## src/rtl/uart_pkg.sv

```systemverilog
// Shared types and constants for the 8N1 UART transceiver.
// No dependencies; compiled first.
package uart_pkg;

  localparam int DATA_BITS_DEF = 8;
  localparam int PERIOD_W      = 16;
  localparam logic [PERIOD_W-1:0] BIT_PERIOD_RST = 16'd104;

  // APB register map: one 32-bit register per word
  localparam int APB_DATA_W = 32;
  localparam int ADDR_W     = 3;
  localparam int REG_IDX_W  = ADDR_W - 2;
  localparam logic [REG_IDX_W-1:0] REG_BIT_PERIOD = 1'b0;

  typedef struct packed {
    logic       rx_line;
    logic       send_request;
    logic [7:0] send_byte;
    logic       clear_ready;
  } tick_t;

  typedef struct packed {
    logic tx_line;
    logic tx_busy;
  } tx_stat_t;

  typedef struct packed {
    logic       rx_ready;
    logic [7:0] rx_byte;
  } rx_stat_t;

endpackage

```

## src/rtl/uart_tick_if.sv

```systemverilog
// Input channel of the UART transceiver: one prescaled tick per transfer.
// Valid/ready handshake; no package dependency.
interface uart_tick_if;
  logic       valid;
  logic       ready;
  logic       rx_line;
  logic       send_request;
  logic [7:0] send_byte;
  logic       clear_ready;

  modport source (output valid, output rx_line, output send_request, output send_byte,
                  output clear_ready, input ready);
  modport sink   (input valid, input rx_line, input send_request, input send_byte,
                  input clear_ready, output ready);
endinterface

```

## src/rtl/uart_status_if.sv

```systemverilog
// Result channel of the UART transceiver: line and flag status per tick.
// Valid/ready handshake; no package dependency.
interface uart_status_if;
  logic       valid;
  logic       ready;
  logic       tx_line;
  logic       tx_busy;
  logic       rx_ready;
  logic [7:0] rx_byte;

  modport source (output valid, output tx_line, output tx_busy, output rx_ready,
                  output rx_byte, input ready);
  modport sink   (input valid, input tx_line, input tx_busy, input rx_ready,
                  input rx_byte, output ready);
endinterface

```

## src/rtl/uart_tx.sv

```systemverilog
// UART transmitter: start bit, DATA_BITS data bits LSB first, stop bit.
// Advances one tick per enable. Depends on uart_pkg.
module uart_tx #(
  parameter int DATA_BITS = uart_pkg::DATA_BITS_DEF
) (
  input  logic                          clk,
  input  logic                          rst,
  input  logic                          adv,
  input  logic [uart_pkg::PERIOD_W-1:0] bit_period,
  input  logic                          send_request,
  input  logic [7:0]                    send_byte,
  output uart_pkg::tx_stat_t            stat
);
  import uart_pkg::*;

  localparam int FRAME_BITS = DATA_BITS + 2;
  localparam int BLW        = $clog2(FRAME_BITS + 1);

  logic [FRAME_BITS-1:0] tx_shift, tx_shift_next, shift_cur;
  logic [BLW-1:0]        tx_bits_left, tx_bits_left_next, left_cur;
  logic [PERIOD_W-1:0]   tx_tick_count, tx_tick_count_next, count_cur;
  logic [DATA_BITS+7:0]  byte_ext;
  logic [PERIOD_W:0]     count_inc;
  logic                  busy;

  assign byte_ext = {{DATA_BITS{1'b0}}, send_byte};

  always_comb begin
    shift_cur = tx_shift;
    left_cur  = tx_bits_left;
    count_cur = tx_tick_count;
    // a request is taken only between frames
    if (send_request && (tx_bits_left == '0)) begin
      shift_cur = {1'b1, byte_ext[DATA_BITS-1:0], 1'b0};
      left_cur  = BLW'(FRAME_BITS);
      count_cur = '0;
    end
    busy      = (left_cur != '0);
    count_inc = {1'b0, count_cur} + 1'b1;

    tx_shift_next      = shift_cur;
    tx_bits_left_next  = left_cur;
    tx_tick_count_next = count_cur;
    if (busy) begin
      if (count_inc >= {1'b0, bit_period}) begin
        tx_tick_count_next = '0;
        tx_shift_next      = {1'b1, shift_cur[FRAME_BITS-1:1]};
        tx_bits_left_next  = left_cur - 1'b1;
      end else begin
        tx_tick_count_next = count_inc[PERIOD_W-1:0];
      end
    end

    stat.tx_busy = busy;
    stat.tx_line = busy ? shift_cur[0] : 1'b1;
  end

  always_ff @(posedge clk) begin
    if (rst) begin
      tx_shift      <= '1;
      tx_bits_left  <= '0;
      tx_tick_count <= '0;
    end else if (adv) begin
      tx_shift      <= tx_shift_next;
      tx_bits_left  <= tx_bits_left_next;
      tx_tick_count <= tx_tick_count_next;
    end
  end

endmodule

```

## src/rtl/uart_rx.sv

```systemverilog
// UART receiver: detects a low start level, samples each bit at mid-bit,
// latches the byte at the stop bit. Depends on uart_pkg.
module uart_rx #(
  parameter int DATA_BITS = uart_pkg::DATA_BITS_DEF
) (
  input  logic                          clk,
  input  logic                          rst,
  input  logic                          adv,
  input  logic [uart_pkg::PERIOD_W-1:0] bit_period,
  input  logic                          rx_line,
  input  logic                          clear_ready,
  output uart_pkg::rx_stat_t            stat
);
  import uart_pkg::*;

  localparam int IW = $clog2(DATA_BITS + 2);

  logic                rx_active, rx_active_next;
  logic [IW-1:0]       rx_bit_index, rx_bit_index_next;
  logic [PERIOD_W-1:0] rx_tick_count, rx_tick_count_next, limit;
  logic [7:0]          rx_shift, rx_shift_next;
  logic [7:0]          rx_hold, rx_hold_next;
  logic                rx_flag, rx_flag_next;
  logic                latch;

  always_comb begin
    rx_active_next     = rx_active;
    rx_bit_index_next  = rx_bit_index;
    rx_tick_count_next = rx_tick_count;
    rx_shift_next      = rx_shift;
    latch              = 1'b0;
    // half a period to reach mid-start, then a full period per bit
    limit = (rx_bit_index == '0) ? (bit_period >> 1) : bit_period;

    if (rx_active) begin
      rx_tick_count_next = rx_tick_count + 1'b1;
      if (rx_tick_count_next >= limit) begin
        rx_tick_count_next = '0;
        if (rx_bit_index == '0) begin
          rx_bit_index_next = IW'(1);
        end else if (rx_bit_index <= IW'(DATA_BITS)) begin
          // a ninth data bit has no place in the byte
          for (int j = 0; j < 8; j++) begin
            if (rx_line && (int'(rx_bit_index) == j + 1)) rx_shift_next[j] = 1'b1;
          end
          rx_bit_index_next = rx_bit_index + 1'b1;
        end else begin
          latch             = 1'b1;
          rx_active_next    = 1'b0;
          rx_bit_index_next = '0;
        end
      end
    end else if (!rx_line) begin
      rx_active_next     = 1'b1;
      rx_bit_index_next  = '0;
      rx_tick_count_next = '0;
      rx_shift_next      = '0;
    end

    rx_hold_next = rx_hold;
    rx_flag_next = rx_flag;
    if (clear_ready) begin
      rx_hold_next = '0;
      rx_flag_next = 1'b0;
    end
    if (latch) begin
      rx_hold_next = rx_shift_next;
      rx_flag_next = 1'b1;
    end

    stat.rx_ready = rx_flag_next;
    stat.rx_byte  = rx_hold_next;
  end

  always_ff @(posedge clk) begin
    if (rst) begin
      rx_active     <= 1'b0;
      rx_bit_index  <= '0;
      rx_tick_count <= '0;
      rx_shift      <= '0;
      rx_hold       <= '0;
      rx_flag       <= 1'b0;
    end else if (adv) begin
      rx_active     <= rx_active_next;
      rx_bit_index  <= rx_bit_index_next;
      rx_tick_count <= rx_tick_count_next;
      rx_shift      <= rx_shift_next;
      rx_hold       <= rx_hold_next;
      rx_flag       <= rx_flag_next;
    end
  end

endmodule

```

## src/rtl/uart_8n1_transceiver.sv

```systemverilog
// Tick-driven UART, 8N1 by default. Each transfer on the tick channel is one
// prescaled tick and yields exactly one status transfer, in order. One tick
// is taken every clock cycle at full rate; a tick's status passes the input
// register, then the result register, before it is presented, and a stalled
// status channel holds the tick channel back. The rate is set by the single
// registered update of the transmit and receive counters per tick.
// bit_period (reset 104) is written over APB at byte address 0; the user must
// write it only while idle, which the block itself does not enforce.
module uart_8n1_transceiver #(
  parameter int DATA_BITS = uart_pkg::DATA_BITS_DEF
) (
  input  logic                            clk,
  input  logic                            rst,
  uart_tick_if.sink                       tick,
  uart_status_if.source                   status,
  input  logic                            psel,
  input  logic                            penable,
  input  logic                            pwrite,
  input  logic [uart_pkg::ADDR_W-1:0]     paddr,
  input  logic [uart_pkg::APB_DATA_W-1:0] pwdata,
  output logic [uart_pkg::APB_DATA_W-1:0] prdata,
  output logic                            pready
);
  import uart_pkg::*;

  logic [PERIOD_W-1:0] bit_period;
  logic                cfg_write;

  tick_t    s1_item;
  logic     s1_valid;
  logic     out_valid;
  logic     out_load;
  logic     adv;
  tx_stat_t tx_stat, tx_out;
  rx_stat_t rx_stat, rx_out;

  // configuration
  assign pready    = 1'b1;
  assign cfg_write = psel && penable && pwrite && pready;

  always_ff @(posedge clk) begin
    if (rst) begin
      bit_period <= BIT_PERIOD_RST;
    end else if (cfg_write && (paddr[ADDR_W-1:2] == REG_BIT_PERIOD)) begin
      bit_period <= pwdata[PERIOD_W-1:0];
    end
  end

  always_comb begin
    prdata = '0;
    if (paddr[ADDR_W-1:2] == REG_BIT_PERIOD) prdata = APB_DATA_W'(bit_period);
  end

  // input register -> state update -> result register
  assign out_load   = !out_valid || status.ready;
  assign adv        = s1_valid && out_load;
  assign tick.ready = !s1_valid || out_load;

  always_ff @(posedge clk) begin
    if (rst) begin
      s1_valid <= 1'b0;
    end else if (tick.ready) begin
      s1_valid <= tick.valid;
    end
  end

  always_ff @(posedge clk) begin
    if (tick.valid && tick.ready) begin
      s1_item <= '{rx_line: tick.rx_line, send_request: tick.send_request,
                   send_byte: tick.send_byte, clear_ready: tick.clear_ready};
    end
  end

  uart_tx #(.DATA_BITS(DATA_BITS)) u_tx (
    .clk          (clk),
    .rst          (rst),
    .adv          (adv),
    .bit_period   (bit_period),
    .send_request (s1_item.send_request),
    .send_byte    (s1_item.send_byte),
    .stat         (tx_stat)
  );

  uart_rx #(.DATA_BITS(DATA_BITS)) u_rx (
    .clk         (clk),
    .rst         (rst),
    .adv         (adv),
    .bit_period  (bit_period),
    .rx_line     (s1_item.rx_line),
    .clear_ready (s1_item.clear_ready),
    .stat        (rx_stat)
  );

  always_ff @(posedge clk) begin
    if (rst) begin
      out_valid <= 1'b0;
    end else if (out_load) begin
      out_valid <= s1_valid;
    end
  end

  always_ff @(posedge clk) begin
    if (adv) begin
      tx_out <= tx_stat;
      rx_out <= rx_stat;
    end
  end

  assign status.valid    = out_valid;
  assign status.tx_line  = tx_out.tx_line;
  assign status.tx_busy  = tx_out.tx_busy;
  assign status.rx_ready = rx_out.rx_ready;
  assign status.rx_byte  = rx_out.rx_byte;

  // a tick held in the input register is never dropped
  a_s1_kept: assert property (@(posedge clk) disable iff (rst)
    s1_valid && !adv |=> s1_valid)
    else $error("input register lost a tick");

  // every accepted tick reaches the input register
  a_s1_fill: assert property (@(posedge clk) disable iff (rst)
    tick.valid && tick.ready |=> s1_valid)
    else $error("accepted tick not registered");

  // an idle transmitter drives the line high
  a_tx_idle: assert property (@(posedge clk) disable iff (rst)
    out_valid && !tx_out.tx_busy |-> tx_out.tx_line)
    else $error("tx line low while idle");

  // a stalled status transfer keeps its contents
  a_out_hold: assert property (@(posedge clk) disable iff (rst)
    out_valid && !status.ready |=> out_valid && $stable(tx_out) && $stable(rx_out))
    else $error("stalled status changed");

endmodule

```

## src/flat_wrapper.sv

```systemverilog
// flat-port wrapper written by rule: the top's interface ports become plain ports
module uart_8n1_transceiver_flat import uart_pkg::*;
#(
  parameter int DATA_BITS = uart_pkg::DATA_BITS_DEF
)
  (clk, rst, psel, penable, pwrite, paddr, pwdata, prdata, pready, tick_valid, tick_rx_line, tick_send_request, tick_send_byte, tick_clear_ready, tick_ready, status_valid, status_tx_line, status_tx_busy, status_rx_ready, status_rx_byte, status_ready);
  uart_tick_if tick_i ();
  uart_status_if status_i ();
  input  logic clk;
  input  logic rst;
  input  logic psel;
  input  logic penable;
  input  logic pwrite;
  input  logic [uart_pkg::ADDR_W-1:0] paddr;
  input  logic [uart_pkg::APB_DATA_W-1:0] pwdata;
  output logic [uart_pkg::APB_DATA_W-1:0] prdata;
  output logic pready;
  input wire logic [$bits(tick_i.valid)-1:0] tick_valid;
  input wire logic [$bits(tick_i.rx_line)-1:0] tick_rx_line;
  input wire logic [$bits(tick_i.send_request)-1:0] tick_send_request;
  input wire logic [$bits(tick_i.send_byte)-1:0] tick_send_byte;
  input wire logic [$bits(tick_i.clear_ready)-1:0] tick_clear_ready;
  output wire logic [$bits(tick_i.ready)-1:0] tick_ready;
  output wire logic [$bits(status_i.valid)-1:0] status_valid;
  output wire logic [$bits(status_i.tx_line)-1:0] status_tx_line;
  output wire logic [$bits(status_i.tx_busy)-1:0] status_tx_busy;
  output wire logic [$bits(status_i.rx_ready)-1:0] status_rx_ready;
  output wire logic [$bits(status_i.rx_byte)-1:0] status_rx_byte;
  input wire logic [$bits(status_i.ready)-1:0] status_ready;
  assign tick_i.valid = tick_valid;
  assign tick_i.rx_line = tick_rx_line;
  assign tick_i.send_request = tick_send_request;
  assign tick_i.send_byte = tick_send_byte;
  assign tick_i.clear_ready = tick_clear_ready;
  assign tick_ready = tick_i.ready;
  assign status_valid = status_i.valid;
  assign status_tx_line = status_i.tx_line;
  assign status_tx_busy = status_i.tx_busy;
  assign status_rx_ready = status_i.rx_ready;
  assign status_rx_byte = status_i.rx_byte;
  assign status_i.ready = status_ready;
  uart_8n1_transceiver #(.DATA_BITS(DATA_BITS)) u_core (.clk(clk), .rst(rst), .tick(tick_i), .status(status_i), .psel(psel), .penable(penable), .pwrite(pwrite), .paddr(paddr), .pwdata(pwdata), .prdata(prdata), .pready(pready));
endmodule
```

## config.mk

```make
export PLATFORM = sky130hd
export DESIGN_NAME = uart_8n1_transceiver_flat
export DESIGN_NICKNAME = d
export VERILOG_FILES = /design/src/rtl/uart_pkg.sv /design/src/rtl/uart_tick_if.sv /design/src/rtl/uart_status_if.sv /design/src/rtl/uart_tx.sv /design/src/rtl/uart_rx.sv /design/src/rtl/uart_8n1_transceiver.sv /design/src/flat_wrapper.sv
export SDC_FILE = /design/constraint.sdc
export NUM_CORES = 1
export LEC_CHECK = 0
export BUFFER_PORTS_ARGS = -buffer_cell sky130_fd_sc_hd__buf_4
export CORE_MARGIN = 5
export CORE_UTILIZATION = 50
export DETAILED_ROUTE_END_ITERATION = 10
export GPL_TIMING_DRIVEN = 0
export HOLD_SLACK_MARGIN = 0.03
export PLACE_DENSITY = 0.75
export SKIP_LAST_GASP = 1
export SYNTH_ARGS = -nofsm -noshare
export SYNTH_HDL_FRONTEND = slang
export SYNTH_SLANG_ARGS = --single-unit
```

## constraint.sdc

```tcl
create_clock -name clk -period 5.2 [get_ports clk]
set_input_delay 0.52 -clock clk [delete_from_list [all_inputs] [get_ports clk]]
set_output_delay 0.52 -clock clk [all_outputs]
set_load 0.02 [all_outputs]
```

-- Word level (Yosys, flattened, before mapping)
Index checks and enable logic that the tools add are counted.
- register bits after elaboration: 108
- input bits: 53
- word-level logic and storage cells: 106
- $add $sub $neg: 4
- $lt $le $gt $ge: 3
- equal/unequal tests: 10
- muxes and demuxes: 45
- bitwise gates (word level): 1
- reductions and logical operators: 23
- operators with widths (kind ; count):
    $mux 16 ; 8
    $mux 8 ; 7
    $mux 4 ; 8
    $mux 10 ; 3
    $eq 4x4->1 const B ; 5
    $mux 1 ; 19
    $add 16x1->17 const B ; 1
    $ge 17x16->1 ; 1
    $add 16x1->16 const B ; 1
    $ge 16x16->1 ; 1
    $logic_and 1x1->1 ; 14
    $eq 4x3->1 const B ; 2
    $logic_not 4->1 ; 2
    $add 4x1->4 const B ; 1
    $eq 4x2->1 const B ; 1
    $le 4x4->1 const B ; 1
    $reduce_bool 4->1 ; 1
    $sub 4x1->4 const B ; 1
    $reduce_and 3->1 ; 1
    $logic_not 1->1 ; 2
    $logic_or 1x1->1 ; 2
    $ne 2x1->1 const B ; 1
    $ne 2x2->1 const B ; 1
    $reduce_and 2->1 ; 1
    $not 1->1 ; 1

-- Longest topological paths before layout
- word-level depth: 8
- gate-level depth with buffers: 19

-- Modules after synthesis
From an unflattened synthesis, not the netlist that was laid out.
- cells, all modules: 745
- area, all modules: 6421.2 um^2
- modules (own cells, without submodules) (module ; times used ; cells an instance ; area an instance (um^2) ; sequential area each (um^2)):
    uart_rx ; 1 ; 307 ; 2519.9 ; 760.7
    uart_tx ; 1 ; 300 ; 2184.6 ; 600.6
    uart_8n1_transceiver ; 1 ; 138 ; 1716.6 ; 1021.0

-- Worst setup path after synthesis
OpenSTA, ideal clock, no wires.
- path type: flip-flop to flip-flop
- from: register u_core.u_rx.rx_bit_index[0]
- to: register u_core.rx_out (netlist bit u_core.status.rx_byte[0]), data pin
- library setup time: 260 ps
- data arrival time: 3154 ps
- data required time: 4940 ps
- path slack: 1786 ps
- stages on the path, launching flop included: 15
- path buffers: 2
- clock period less this slack: 3414 ps
- path through: dfxtp_1 > inv_1 > ha_1 > nand2b_1 > nor2_1 > buf_2 > mux2i_1 > ha_1 > a211oi_1 > o21ai_1 > a41oi_1 > o21ai_1 > nand3_1 > buf_2 > mux2_2
- RTL lines (item ; line ; text):
    start, declared ; uart_rx.sv:19 ; logic [IW-1:0] rx_bit_index, rx_bit_index_next;
    start signal, assigned ; uart_rx.sv:85 ; rx_bit_index <= rx_bit_index_next;
    end signal, assigned ; uart_8n1_transceiver.sv:105 ; rx_out <= rx_stat;
    end, declared ; uart_8n1_transceiver.sv:35 ; rx_stat_t rx_stat, rx_out;

-- Worst setup path after layout
- from: register u_core.u_tx.tx_bits_left[0]
- to: register u_core.u_tx.tx_tick_count[4]
- word-level cells in the longest chain between the ends: 7
- elaborated cells between the ends (all ways): 9
- those cells by class: add/sub: 1; order compare: 1; mux: 4; reduce/logical: 3
- RTL lines (item ; line ; text):
    start, declared ; uart_tx.sv:20 ; logic [BLW-1:0] tx_bits_left, tx_bits_left_next, left_cur;
    start signal, assigned ; uart_tx.sv:65 ; tx_bits_left <= tx_bits_left_next;
    $logic_not 4->1 ; uart_tx.sv:33 ; if (send_request && (tx_bits_left == '0)) begin
    $logic_and 1x1->1 ; uart_tx.sv:33 ;
    $mux 16 ; uart_tx.sv:33 ;
    $add 16x1->17 ; uart_tx.sv:39 ; count_inc = {1'b0, count_cur} + 1'b1;
    $ge 17x16->1 ; uart_tx.sv:45 ; if (count_inc >= {1'b0, bit_period}) begin
    $mux 16 ; uart_tx.sv:45 ;
    $mux 16 * ; uart_tx.sv:44 ; if (busy) begin
    end signal, assigned ; uart_tx.sv:66 ; tx_tick_count <= tx_tick_count_next;
    end, declared ; uart_tx.sv:21 ; logic [PERIOD_W-1:0] tx_tick_count, tx_tick_count_next, count_cur;
Every way passes the cells marked *; elsewhere a longest branch is shown, timed or not.
A chain may end at the register's enable or synchronous reset.

==> impl_metrics.env <==
export IMPL_status="complete, no violations"
export IMPL_port_buffers=61
export IMPL_fmax_ghz=0.241
export IMPL_clock_root_buffer="clkbuf_16"
export IMPL_dp_cells=972
export IMPL_cts_tree="built"
export IMPL_post_drt_wl_per_cell_um=15.5
export IMPL_synthAdderAreaFrac_pct=7.89
export IMPL_synth_ff_type="dfxtp_1"
export IMPL_async_flop_share_pct=0
export IMPL_swShare_pct=25.2
export IMPL_p_leak_nw=3.05
export IMPL_powerDensity_nw_per_um2=244
export IMPL_finalWirelength_mm=15.3
export IMPL_setup_viol=0
export IMPL_ir_worst_vdd_mv=0.271
export IMPL_cp_start_kind="register"
export IMPL_cp_arrival_ns=4.44
export IMPL_top_layer_used="met4"
export IMPL_synth_avg_cell_area_sq_um=8.50
export IMPL_p_int_mw=1.32
export IMPL_met2WireLength_mm=7.19
export IMPL_m1WireLength_mm=6.81
export IMPL_synth_mux_area_fraction_pct=4.67
export IMPL_clk_latency_ns=0.36
export IMPL_cts_repair_resized=0
export IMPL_maxCapViolations=0
export IMPL_drive_above_1_share_pct=16.5
export IMPL_p_switching_mw=0.443
export IMPL_hold_viol=0
export IMPL_cts_sinks=108
export IMPL_ant_nets=0
export IMPL_hold_depth=1
export IMPL_dr_pass1_iters=5
export IMPL_p_seq_share_pct=50.4
export IMPL_finalCritPeriodShare_pct=79.9
export IMPL_relSlewSlack_pct=33.6
export IMPL_r2r_end="u_core.u_tx.tx_tick_count[4]"
export IMPL_cts_path_max_buffers=2
export IMPL_worst_slew_pin_slew_ns=0.996
export IMPL_grt_max_degree=21
export IMPL_place_hpwl_mm=11.7
export IMPL_grt_util_all_layers_pct=21.3
export IMPL_pwr_share_comb_pct=10.2
export IMPL_grt_pass1_wl_mm=25.2
export IMPL_die_h_um=121
export IMPL_viasPerCell=5.55
export IMPL_worstPathRequired_ns=5.48
export IMPL_first_iter_violations=409
export IMPL_finClkSkew_ns=0.00903
export IMPL_clockPowerShare_pct=39.4
export IMPL_ys_seq_area_share_pct=38.5
export IMPL_ys_ff_latch=108
export IMPL_vias=5479
export IMPL_antenna_found_initial=0
export IMPL_whs_endpoint="u_core.s1_item[6]"
export IMPL_synth_top_area_share_pct=27.8
export IMPL_nNetsFinal=907
export IMPL_diodes=0
export IMPL_route_detailed_drc=0
export IMPL_yosys_area_share_simple_pct=23.8
export IMPL_timing_final_crit_period_ns=4.15
export IMPL_num_io_pins=99
export IMPL_core_area_sq_um=12100
export IMPL_hold_start="tick_send_byte[5]"
export IMPL_mappedNetlistArea_sq_um=6190
export IMPL_htreeDepth=3
export IMPL_grt_pass1_vias=5210
export IMPL_synth_compound_area_share_pct=15.8
export IMPL_r2r_start="u_core.u_tx.tx_bits_left[0]"
export IMPL_synth_xor_area_share_pct=3.11
export IMPL_synth_most_common_cell="nand2_1"
export IMPL_postSynthCellCount=728
export IMPL_ys_warnings_count=0
export IMPL_gr_total_overflow=0
export IMPL_synth_top_area_cell="dfxtp_1"
export IMPL_wl_met3_mm=1.02
export IMPL_gp_congestion=0.897
export IMPL_ys_top_cells_by_area="dfxtp_1 (28%), edfxtp_1 (11%), ha_1 (7.9%), nand2_1 (6.5%), a21oi_1 (5.4%)"
export IMPL_clkSlewWorstSetupHoldPaths_ns=0.07
export IMPL_synth_edf_count=22
export IMPL_r2r_slack_ns=1.05
export IMPL_critPathKind="reg2reg"
export IMPL_start_util_pct=51.3
export IMPL_rsz0062_at_grt="false"
export IMPL_syn_to_final_growth_pct=16.5
export IMPL_fp_dieW_um=121
export IMPL_synth_top_family_by_area="simple AND/OR/NAND/NOR gates"
export IMPL_std_cell_rows=40
export IMPL_dieArea_sq_um=14700
export IMPL_ys_types=64
export IMPL_post_cts_buffers=0
export IMPL_slew_violations=0
export IMPL_stdcell_count=988
export IMPL_hold_buffers=0
export IMPL_synth_commonest_cells="nand2_1 (107), dfxtp_1 (86), a21oi_1 (67), nor2_1 (65), ha_1 (39)"
export IMPL_cts_buffers=9
export IMPL_tns_ns=0
export IMPL_worst_setup_path_end_kind="register"
export IMPL_critPathMaxFanout=10
export IMPL_hp_class="in2reg"
export IMPL_rr_worst_depth=19
[cell families (layout without fill, tap and decap cells)]
kind of cell	count (synthesis)	count (layout)
adder cells (fa/ha/maj)	39	39
buffers and inverters	79	156
flip-flops	108	108
other	2	17
AO/OA/AOI/OAI	153	153
AND/OR/NAND/NOR	297	297
multiplexers	28	28
XOR/XNOR	22	22
[final cells by class]
cell class | instances | area [sq um]
fillers | 1017 | 4850
multi-input cells | 556 | 3490
clock buffers | 9 | 225
well taps | 168 | 210
inverters | 26 | 97.6
repair buffers | 61 | 458
plain buffers | 53 | 277
clock inverters | 7 | 71.3
flip-flops and latches | 108 | 2380
[routing by layer]
layer / GRT usage, % / vias to the layer above
li1: - / 2712
met4: 5.81 / 0
met2: 35.5 / 198
met5: 0 / -
met1: 27.3 / 2544
met3: 5.59 / 25
[registers in the layout, summed over array words and instances (netlist names), 8 cells and up]
name                       flops
u_core.bit_period             16
u_core.s1_item                11
u_core.status.rx_byte          8
u_core.u_rx.rx_hold            8
u_core.u_rx.rx_shift           8
u_core.u_rx.rx_tick_count     16
u_core.u_tx.tx_shift          10
u_core.u_tx.tx_tick_count     16
[worst max-delay path, stage by stage, from the launching register on]
cell and delay (ns):
dfxtp_1 0.42, nor3_1 0.10, nand3b_1 0.22, clkbuf_1 0.39, and2_1 0.20, ha_1 0.24
inv_1 0.11, nor2_1 0.28, nand2_1 0.11, xor2_1 0.15, nor2_1 0.16, ha_1 0.27
a211oi_1 0.22, o21ai_0 0.12, o2111ai_1 0.14, nand3_2 0.19, nor2_2 0.20, buf_2 0.26
nand3_1 0.12, a21oi_1 0.18
[power by group through the flow]
stage	Combinational (mW)	Clock [mW]	Sequential (mW)
CTS	0.177	0.708	0.886
floorplan	0.109	0	0.909
detailed placement	0.177	0	0.906
finish	0.180	0.694	0.887
global route	0.197	0.747	0.889
global placement	0.172	0	0.905
[how the worst max path moves through the flow]
stage / slack (ns) / cells past startpoint / from / to
final: 1.05 / 19 / u_core.u_tx.tx_bits_left[0] / u_core.u_tx.tx_tick_count[4]
after global routing: 0.66 / 19 / u_core.u_tx.tx_bits_left[0] / u_core.u_tx.tx_tick_count[9]
after CTS: 1.09 / 19 / u_core.u_tx.tx_bits_left[0] / u_core.u_tx.tx_tick_count[10]
after detailed placement: 1.12 / 19 / u_core.u_tx.tx_bits_left[0] / u_core.u_tx.tx_tick_count[9]
after global placement: 1.20 / 19 / u_core.u_tx.tx_bits_left[0] / u_core.u_tx.tx_tick_count[6]
after floorplan: 1.79 / 14 / u_core.u_rx.rx_bit_index[0] / u_core.status.rx_byte[0]
[per-stage QoR]
stage                     total power [mW]  setup slack (ns)  hold WS [ns]  area, sq um  util [%]
after detailed placement              1.08              1.12         0.435         6910      57.3
after global placement                1.08              1.20         0.421         6910      57.3
final                                 1.76              1.05         0.332         7210      59.8
after CTS                             1.77              1.09         0.323         7210      59.8
after floorplan                       1.02              1.79         0.412         6240         -
after global routing                  1.83             0.657         0.320         7210      59.8
[cells in the final DEF (no fill, tap or decap), types with 7 or more instances in the layout]
master	Yosys	routed
a21oi_1	67	67
a22o_1	21	21
and2_1	10	10
and3_1	7	7
buf_2	11	11
buf_4	17	78
clkbuf_1	23	23
clkbuf_16	0	9
conb_1	2	17
dfxtp_1	86	86
edfxtp_1	22	22
ha_1	39	39
inv_1	25	25
mux2_2	7	7
mux2i_1	21	21
nand2_1	107	107
nand3_1	34	34
nand3b_1	8	8
nand4_1	9	9
nor2_1	65	65
nor2b_1	14	14
o211ai_1	10	10
o21ai_0	16	16
o21ai_1	8	8
or2_2	7	7
xnor2_1	10	10
xor2_1	12	12
Note: power is estimated with default switching activity, not from simulation.
